==> src/sv/jaos_pkg.sv <==
// Shared types and constants for the JSON array object splitter.
package jaos_pkg;

	localparam int unsigned KEY_LEN = 6;

	localparam logic [7:0] CH_QUOTE   = 8'h22;
	localparam logic [7:0] CH_BSLASH  = 8'h5C;
	localparam logic [7:0] CH_LBRACK  = 8'h5B;
	localparam logic [7:0] CH_RBRACK  = 8'h5D;
	localparam logic [7:0] CH_LBRACE  = 8'h7B;
	localparam logic [7:0] CH_RBRACE  = 8'h7D;

	// One result word's marks, plus whether the byte produces a result at all.
	typedef struct packed {
		logic emit;
		logic first;
		logic last;
		logic trunc;
	} jaos_res_t;

	// Expected byte of the "data" key (with its quotes) at match position idx.
	function automatic logic [7:0] key_byte(input logic [2:0] idx);
		logic [7:0] b;
		unique case (idx)
			3'd0:    b = CH_QUOTE;
			3'd1:    b = 8'h64;
			3'd2:    b = 8'h61;
			3'd3:    b = 8'h74;
			3'd4:    b = 8'h61;
			3'd5:    b = CH_QUOTE;
			default: b = CH_QUOTE;
		endcase
		return b;
	endfunction

endpackage

==> src/sv/jaos_scan.sv <==
// Parser state and per-byte next-state logic of the object splitter.
module jaos_scan
	import jaos_pkg::*;
#(
	parameter int DEPTH_WIDTH = 8
) (
	input  logic       clk,
	input  logic       arst_n,
	input  logic       step,
	input  logic [7:0] char_byte,
	input  logic       doc_last,
	output jaos_res_t  res
);

	localparam logic [1:0] PH_KEY  = 2'd0;
	localparam logic [1:0] PH_BRACK = 2'd1;
	localparam logic [1:0] PH_SCAN = 2'd2;
	localparam logic [1:0] PH_DONE = 2'd3;

	localparam logic signed [DEPTH_WIDTH-1:0] DMAX = {1'b0, {(DEPTH_WIDTH-1){1'b1}}};
	localparam logic signed [DEPTH_WIDTH-1:0] DMIN = {1'b1, {(DEPTH_WIDTH-1){1'b0}}};
	localparam logic signed [DEPTH_WIDTH-1:0] DONE = {{(DEPTH_WIDTH-1){1'b0}}, 1'b1};
	localparam logic signed [DEPTH_WIDTH-1:0] DZERO = '0;

	logic [1:0]                    phase_q, phase_d;
	logic [2:0]                    kmc_q, kmc_d, kmc_idx;
	logic                          instr_q, instr_d;
	logic                          esc_q, esc_d;
	logic                          open_q, open_d;
	logic signed [DEPTH_WIDTH-1:0] depth_q, depth_d;
	logic                          first, closing;

	always_comb begin
		phase_d = phase_q;
		kmc_d   = kmc_q;
		instr_d = instr_q;
		esc_d   = esc_q;
		open_d  = open_q;
		depth_d = depth_q;
		first   = 1'b0;
		closing = 1'b0;
		kmc_idx = (kmc_q >= 3'(KEY_LEN)) ? 3'd0 : kmc_q;

		unique case (phase_q)
			PH_KEY: begin
				if (char_byte == key_byte(kmc_idx)) begin
					if (kmc_idx == 3'(KEY_LEN - 1)) begin
						phase_d = PH_BRACK;
						kmc_d   = 3'd0;
					end else begin
						kmc_d = kmc_idx + 3'd1;
					end
				end else begin
					kmc_d = (char_byte == CH_QUOTE) ? 3'd1 : 3'd0;
				end
			end
			PH_BRACK: begin
				if (char_byte == CH_LBRACK)
					phase_d = PH_SCAN;
			end
			PH_SCAN: begin
				if (esc_q) begin
					esc_d = 1'b0;
				end else if (char_byte == CH_BSLASH && instr_q) begin
					esc_d = 1'b1;
				end else if (char_byte == CH_QUOTE) begin
					instr_d = !instr_q;
				end else if (!instr_q) begin
					if (char_byte == CH_LBRACE) begin
						if (depth_q == DZERO) begin
							open_d = 1'b1;
							first  = 1'b1;
						end
						if (depth_q != DMAX)
							depth_d = depth_q + DONE;
					end else if (char_byte == CH_RBRACE) begin
						if (depth_q != DMIN)
							depth_d = depth_q - DONE;
						if (depth_d == DZERO && open_q) begin
							closing = 1'b1;
							open_d  = 1'b0;
						end
					end else if (char_byte == CH_RBRACK && depth_q == DZERO) begin
						phase_d = PH_DONE;
					end
				end
			end
			PH_DONE: ;
			default: ;
		endcase

		res.emit  = (phase_q == PH_SCAN) && (open_q || first);
		res.first = first;
		res.last  = closing;
		res.trunc = doc_last && open_d;
	end

	always_ff @(posedge clk or negedge arst_n) begin
		if (!arst_n) begin
			phase_q <= PH_KEY;
			kmc_q   <= 3'd0;
			instr_q <= 1'b0;
			esc_q   <= 1'b0;
			open_q  <= 1'b0;
			depth_q <= DZERO;
		end else if (step) begin
			if (doc_last) begin
				phase_q <= PH_KEY;
				kmc_q   <= 3'd0;
				instr_q <= 1'b0;
				esc_q   <= 1'b0;
				open_q  <= 1'b0;
				depth_q <= DZERO;
			end else begin
				phase_q <= phase_d;
				kmc_q   <= kmc_d;
				instr_q <= instr_d;
				esc_q   <= esc_d;
				open_q  <= open_d;
				depth_q <= depth_d;
			end
		end
	end

	// An open object sits strictly inside the array scan.
	a_open_in_scan: assert property (@(posedge clk) disable iff (!arst_n)
		open_q |-> (phase_q == PH_SCAN && depth_q > DZERO))
		else $error("object open outside array scan or at non-positive depth");

	// Escapes only arise inside strings.
	a_esc_in_string: assert property (@(posedge clk) disable iff (!arst_n)
		esc_q |-> instr_q)
		else $error("escape pending outside a string");

	// Key matcher never holds a full-length count.
	a_kmc_range: assert property (@(posedge clk) disable iff (!arst_n)
		kmc_q < 3'(KEY_LEN))
		else $error("key match count out of range");

endmodule

==> src/sv/jaos_oreg.sv <==
// Result register driving the output channel.
module jaos_oreg
	import jaos_pkg::*;
(
	input  logic       clk,
	input  logic       arst_n,
	input  logic       load,
	input  logic [7:0] byte_in,
	input  jaos_res_t  res,
	output logic       free,
	output logic       out_valid,
	input  logic       out_stall,
	output logic [7:0] obj_byte,
	output logic       obj_first,
	output logic       obj_last,
	output logic       obj_truncated
);

	logic       valid_q;
	logic [7:0] byte_q;
	logic       first_q, last_q, trunc_q;

	// Register can take a new word when empty or when its word leaves now.
	assign free = !valid_q || !out_stall;

	always_ff @(posedge clk or negedge arst_n) begin
		if (!arst_n) begin
			valid_q <= 1'b0;
		end else if (free) begin
			valid_q <= load;
		end
	end

	always_ff @(posedge clk) begin
		if (free && load) begin
			byte_q  <= byte_in;
			first_q <= res.first;
			last_q  <= res.last;
			trunc_q <= res.trunc;
		end
	end

	assign out_valid     = valid_q;
	assign obj_byte      = byte_q;
	assign obj_first     = first_q;
	assign obj_last      = last_q;
	assign obj_truncated = trunc_q;

endmodule

==> src/sv/json_array_object_splitter_core.sv <==
// Top level of the JSON array object splitter: input register, parser, result register.
// An accepted word moves from the input register through the parser into the result register.
// Throughput: one byte per cycle while the output does not stall; the parser steps as each byte advances.
// Stall on the output backs up into the input register and then onto in_stall.
// Bytes that produce no result still take one slot in the input register.
// Reset (arst_n low) clears all parser state and both valid flags at once.
module json_array_object_splitter_core
	import jaos_pkg::*;
#(
	parameter int DEPTH_WIDTH = 8
) (
	input  logic       clk,
	input  logic       arst_n,
	input  logic       in_valid,
	output logic       in_stall,
	input  logic [7:0] char_byte,
	input  logic       doc_last,
	output logic       out_valid,
	input  logic       out_stall,
	output logic [7:0] obj_byte,
	output logic       obj_first,
	output logic       obj_last,
	output logic       obj_truncated
);

	// Input stage
	logic       valid_s1;
	logic [7:0] byte_s1;
	logic       last_s1;

	jaos_res_t  res;
	logic       out_free;
	logic       advance;

	// The word in the input register moves on once the result register can
	// take it; words with no result still wait, which keeps the path simple.
	assign advance  = valid_s1 && out_free;
	assign in_stall = valid_s1 && !out_free;

	always_ff @(posedge clk or negedge arst_n) begin
		if (!arst_n) begin
			valid_s1 <= 1'b0;
		end else if (!in_stall) begin
			valid_s1 <= in_valid;
		end
	end

	always_ff @(posedge clk) begin
		if (in_valid && !in_stall) begin
			byte_s1 <= char_byte;
			last_s1 <= doc_last;
		end
	end

	// Parser: key match, bracket search, string/escape/brace tracking
	jaos_scan #(
		.DEPTH_WIDTH(DEPTH_WIDTH)
	) u_scan (
		.clk       (clk),
		.arst_n    (arst_n),
		.step      (advance),
		.char_byte (byte_s1),
		.doc_last  (last_s1),
		.res       (res)
	);

	// Result register
	jaos_oreg u_oreg (
		.clk           (clk),
		.arst_n        (arst_n),
		.load          (advance && res.emit),
		.byte_in       (byte_s1),
		.res           (res),
		.free          (out_free),
		.out_valid     (out_valid),
		.out_stall     (out_stall),
		.obj_byte      (obj_byte),
		.obj_first     (obj_first),
		.obj_last      (obj_last),
		.obj_truncated (obj_truncated)
	);

	// An opening brace never also closes its object.
	a_first_not_last: assert property (@(posedge clk) disable iff (!arst_n)
		out_valid |-> !(obj_first && obj_last))
		else $error("word marked both first and last");

	// Input only stalls when a word is actually held.
	a_stall_held: assert property (@(posedge clk) disable iff (!arst_n)
		in_stall |-> valid_s1)
		else $error("input stalled with empty input register");

	// A word leaves the input register only into a free result register.
	a_advance_free: assert property (@(posedge clk) disable iff (!arst_n)
		(valid_s1 && out_valid && out_stall) |=> valid_s1 && $stable(byte_s1))
		else $error("input word lost while output stalled");

endmodule

==> config.mk <==
export PLATFORM = sky130hd
export DESIGN_NAME = json_array_object_splitter_core
export DESIGN_NICKNAME = d
export VERILOG_FILES = /design/src/sv/jaos_pkg.sv /design/src/sv/jaos_scan.sv /design/src/sv/jaos_oreg.sv /design/src/sv/json_array_object_splitter_core.sv
export SDC_FILE = /design/constraint.sdc
export NUM_CORES = 1
export LEC_CHECK = 0
export ABC_AREA = 1
export BUFFER_PORTS_ARGS = -buffer_cell sky130_fd_sc_hd__buf_2
export CORE_ASPECT_RATIO = 0.6
export CORE_MARGIN = 2
export CORE_UTILIZATION = 38
export DETAILED_ROUTE_END_ITERATION = 7
export PLACE_DENSITY = 0.66
export SLEW_MARGIN = 15
export SYNTH_ARGS = -nofsm -noshare
export SYNTH_HDL_FRONTEND = slang
export SYNTH_SLANG_ARGS = --single-unit
==> constraint.sdc <==
create_clock -name clk -period 2.1 [get_ports clk]
set_input_delay 0.42 -clock clk [delete_from_list [all_inputs] [get_ports clk]]
set_output_delay 0.42 -clock clk [all_outputs]
set_load 0.03 [all_outputs]
### Yosys cells after proc, flatten, opt, wreduce, memory -nomap -nowiden

Index checks and enable logic that the tools add are counted.

* $add $sub $neg: 3
* multipliers: 0
* div/mod/pow operators: 0
* $lt $le $gt $ge: 1
* equality and inequality tests: 31
* shift operators: 0
* mux-type cells: 64
* bitwise logic cells: 2
* reduce and logical (&&, ||, !) cells: 32

Operators by type and width (number)
* 2-to-1 mux 8 bit: 18
* == test 8 x 7 -> 1 bit, second input constant: 5
* 2-to-1 mux 1 bit: 28
* 2-to-1 mux 2 bit: 11
* inequality test 3 bit, second input constant: 7
* one-hot mux 7 bit (3 select lines): 1
* zero test 8 bit: 2
* inequality test 8 bit, second input constant: 2
* 2-to-1 mux 3 bit: 5
* inequality test 3 x 2 -> 1 bit, second input constant: 4
* AND reduction 12 bit: 1
* logical AND 1 bit: 10
* adder 8 x 2 -> 8 bit, second input constant: 1
* == test 8 x 6 -> 1 bit, second input constant: 1
* == test 8 bit: 1
* inequality test 2 bit, second input constant: 4
* AND reduction 8 bit: 1
* subtractor 8 x 2 -> 8 bit, second input constant: 1
* OR reduction 7 bit: 1
* == test 3 x 2 -> 1 bit, second input constant: 2
* == test 3 bit, second input constant: 2
* one-hot mux 2 bit (3 select lines): 1
* nonzero test 2 bit: 3
* zero test 1 bit: 5
* other kinds (13): 16

* register bits: 38
* latch bits: 0
* bits in writable memories: 0
* memory bits (read-only): 0
* input port bits: 13
* output and inout port bits: 13
* word-level logic and storage cells: 147
* memories kept: 0

### Depth between registers and ports, before layout

* depth in word-level cells: 20
* mapped depth: 13
* depth with buffers taken out: 13

### Modules after synthesis

From an unflattened synthesis, not the netlist that was laid out.

* cell total of the unflattened synthesis: 293
* area total of the unflattened synthesis: 2296.0 um^2

By module, submodules not included
* jaos_scan: instances 1, cells each 257, area an instance 1579.0 um^2, seq. area each 400.4 um^2
* jaos_oreg: instances 1, cells each 16, area an instance 371.6 um^2, seq. area each 355.3 um^2
* json_array_object_splitter_core: instances 1, cells each 20, area an instance 345.3 um^2, seq. area each 295.3 um^2

### Least setup slack after synthesis

Ideal clock, no wire load.

* path kind: reg-to-reg
* start point: reg u_scan.depth_q[0]
* end point: reg u_oreg.byte_q[0], in the netlist u_oreg.obj_byte[0] (enable)
* setup time: 339 ps
* arrival: 1561 ps
* required time: 1761 ps
* slack: 200 ps
* stages on the path, launching flop included: 10
* path buffers: 0
* clock period less this slack: 1900 ps
* cells stage by stage: dfrtp_1 -> inv_1 -> ha_1 -> inv_1 -> nor3_2 -> nand3_1 -> nor2_1 -> or2_2 -> nand2_1 -> inv_1

RTL lines
* start, declared: RTL line jaos_scan.sv:30 `logic signed [DEPTH_WIDTH-1:0] depth_q, depth_d;`
* start signal, assigned: RTL line jaos_scan.sv:120 `depth_q <= depth_d;`
* end signal, assigned: RTL line jaos_oreg.sv:36 `byte_q <= byte_in;`
* end, declared: RTL line jaos_oreg.sv:20 `logic [7:0] byte_q;`

==> impl_metrics.json <==
{
  "status": "complete, no violations",
  "synthArstFlopShare_pct": 47.4,
  "hp-class": "in2async",
  "critPathTopFamily": "simple AND/OR/NAND/NOR gates",
  "ant_nets": 0,
  "cp.required_ps": 2100,
  "synth_edf_count": 20,
  "maxSlewViolCount": 0,
  "worstSetupPathType": "reg2reg",
  "wl_per_cell_um": 13.2,
  "die_width_um": 107,
  "die_area_sq_um": 7030,
  "cap_violations": 0,
  "period_minus_slack_ps": 1970,
  "power_density_nw_per_um2": 960,
  "synth.area.top_cells": "edfxtp_1 25%, dfrtp_1 19%, nand2_1 10%",
  "start_kind": "register",
  "cts_buffers": 5,
  "syn_area_sq_um": 2410,
  "path_buf_inv": 2,
  "place_hpwl_mm": 4.32,
  "io_pins": 26,
  "cts_tree": "built",
  "synthesis.nets": 314,
  "clk_latency_ps": 300,
  "clock_skew_ps": 8.93,
  "syn_inst": 294,
  "max_stage_delay_ps": 510,
  "track_usage_pct": 16.3,
  "grt_pass1_vias": 1683,
  "synth_cell_types": 32,
  "grt.overflow.total": 0,
  "drtPass1Iterations": 4,
  "ctsRootBufferMaster": "clkbuf_8",
  "cp_cell_sequence": "nor2_2 > nand3_2 > nor2_4 > nand3_1 > nor2_1 > or2_2 > nand2_1 > inv_1 > buf_4",
  "worst_slew_pin_slew_ps": 447,
  "ys.flop_type": "edfxtp_1",
  "ys_warn_count": 0,
  "drc": 0,
  "place_congestion": 0.934,
  "io_buffer_count": 25,
  "synth.top_cell.area_share_pct": 24.9,
  "die_h_um": 65.7,
  "avgSynthCellArea_sq_um": 8.21,
  "syn_to_final_growth_pct": 15.7,
  "num_antenna_cells": 0,
  "grt_setup_unrepaired": "no",
  "fmax_mhz": 508,
  "finalInstanceArea_sq_um": 2790,
  "clk_pin_slew_ps": 80,
  "design.core.area_sq_um": 6140,
  "clockBufferDepth": 2,
  "layout_commonest_cell": "nand2_1",
  "synth.ff_latch_count": 38,
  "leakage_nw": 1.26,
  "crit_arrival_ps": 1970,
  "drt_iter0_markers": 176,
  "crit_path_end_kind": "register",
  "final_nets": 350,
  "initial_core_util_pct": 39.3,
  "synth_area_leader_cell": "edfxtp_1",
  "htree_levels": 2,
  "antenna_found_initial": 0,
  "viasPerCell": 4.98,
  "grt_max_degree": 19,
  "hold_buffers": 0,
  "wl_mm": 5.46,
  "vdd_ir_drop_max_uv": 406,
  "seq_area_frac_synth_pct": 43.5,
  "fin_tns_setup_ps": 0,
  "relSlewSlack_pct": 70.2,
  "grt_pass1_wl_mm": 8.71,
  "drive_gt1_share_pct": 23.6,
  "vias": 2068,
  "finalSetupViolations": 0,
  "finalHoldViolCount": 0,
  "crit_slowest_cell": "edfxtp_1",
  "place_area_sq_um": 2650,
  "path_max_fanout": 11,
  "layout_common_cells": "66 x nand2_1, 33 x nor2_1, 30 x nand3_1, 26 x inv_1, 25 x buf_2",
  "finalCritPeriodShare_pct": 93.7,
  "rows": 22,
  "cts_sinks": 38
}
-- Yosys cell counts, types with 2 or more instances --
library cell  number
nand2_2            4
nor2_1            34
a21oi_2            3
nand4_1            9
nor2_2             4
o211ai_1           3
inv_1             26
nand2_1           67
inv_2              7
nand3_1           30
nor3_1             6
nor2_4             2
o21ai_0           13
edfxtp_1          20
o21ai_2            5
dfrtp_1           18
xor2_1             8
buf_2              2
nor3_2             2
buf_6              3
ha_1               7
nand3b_1           2
a21oi_1            8
nand3_2            3
-- flip-flops by register name (all words and copies together), names as in the netlist --
signal                cells
last_s1                   1
u_scan.open_q             1
u_oreg.out_valid          1
u_scan.esc_q              1
u_oreg.obj_truncated      1
u_scan.phase_q            2
valid_s1                  1
u_oreg.obj_last           1
u_scan.depth_q            8
u_scan.kmc_q              3
u_oreg.obj_first          1
u_scan.instr_q            1
u_oreg.obj_byte           8
byte_s1                   8
-- power by group --
group | switching, mW | leakage, nW | total, mW | internal, mW
clock | 0.270 | 0.0658 | 0.740 | 0.470
combinational | 0.611 | 0.777 | 0.950 | 0.339
sequential | 0.117 | 0.416 | 0.989 | 0.873
-- path summary, 6_finish.rpt --
kind,from,to,slack (ps),cells past startpoint
worst min register to register,byte_s1[5]$_DFFE_PP_,u_oreg.obj_byte[5]$_DFFE_PP_,480,0
worst max register to register,byte_s1[2]$_DFFE_PP_,u_oreg.obj_byte[3]$_DFFE_PP_,130,9
worst min-delay path,arst_n,u_scan.depth_q[0]$_DFFE_PN0P_,60,1
worst max-delay path,byte_s1[2]$_DFFE_PP_,u_oreg.obj_byte[3]$_DFFE_PP_,130,9
max in group asynchronous,arst_n,valid_s1$_DFFE_PN0N_,1720,1
min in group clk,doc_last,last_s1$_DFFE_PP_,300,1
-- worst register-to-register path: cells and delay by family, from the launching register on --
family | cells | cell delay, ps
buf+inv | 2 | 240
simple gates | 7 | 910
flops | 1 | 510
-- timing repair --
item | 4_1_cts | 5_1_grt
setup endpoints to repair | 0 | 11
hold endpoints to repair | 0 | 0
resized for setup | 0 | 2
buffers inserted | 0 | 1
-- cell type report --
| type | instances | area [sq um] |
|---|---|---|
| clock buffers | 5 | 68.8 |
| clock inverters | 3 | 63.8 |
| fillers | 595 | 3350 |
| inverters | 33 | 124 |
| multi-input cells | 217 | 1180 |
| flip-flops and latches | 38 | 1050 |
| well taps | 84 | 105 |
| repair buffers | 35 | 200 |
-- metrics by stage --
step           std cells  util [%]  setup WS [ps]  power (mW)  hold WS (ps)
2_1_floorplan        294         -            200        1.72           124
3_3_place_gp         406      43.1            112        1.92           395
3_5_place_dp         406      43.1           67.6        1.92           397
4_1_cts              414      45.3           53.6        2.66          75.0
5_1_grt              415      45.5          0.663        2.85          95.9
6_report             415      45.5            131        2.68          55.2
-- layer usage --
metal / wire length [um] / up-vias / GRT usage [%]
met2: 1810 / 88 / 17.8
met5: 0 / - / 0
met1: 3130 / 923 / 28.6
met4: 48 / 0 / 5.19
met3: 474 / 5 / 3.67
li1: - / 1052 / -
-- cell families (layout without fill, tap and decap cells) --
kind of cell    after synthesis  after routing  share of synthesized area, %
fa+ha+maj                     7              7                          3.63
compound gates               33             33                          8.45
xor+xnor                      8              8                          2.90
simple gates                169            169                          33.7
flops                        38             38                          43.5
buf+inv                      39             76                          7.78
Power figures use the tool's default switching activity.
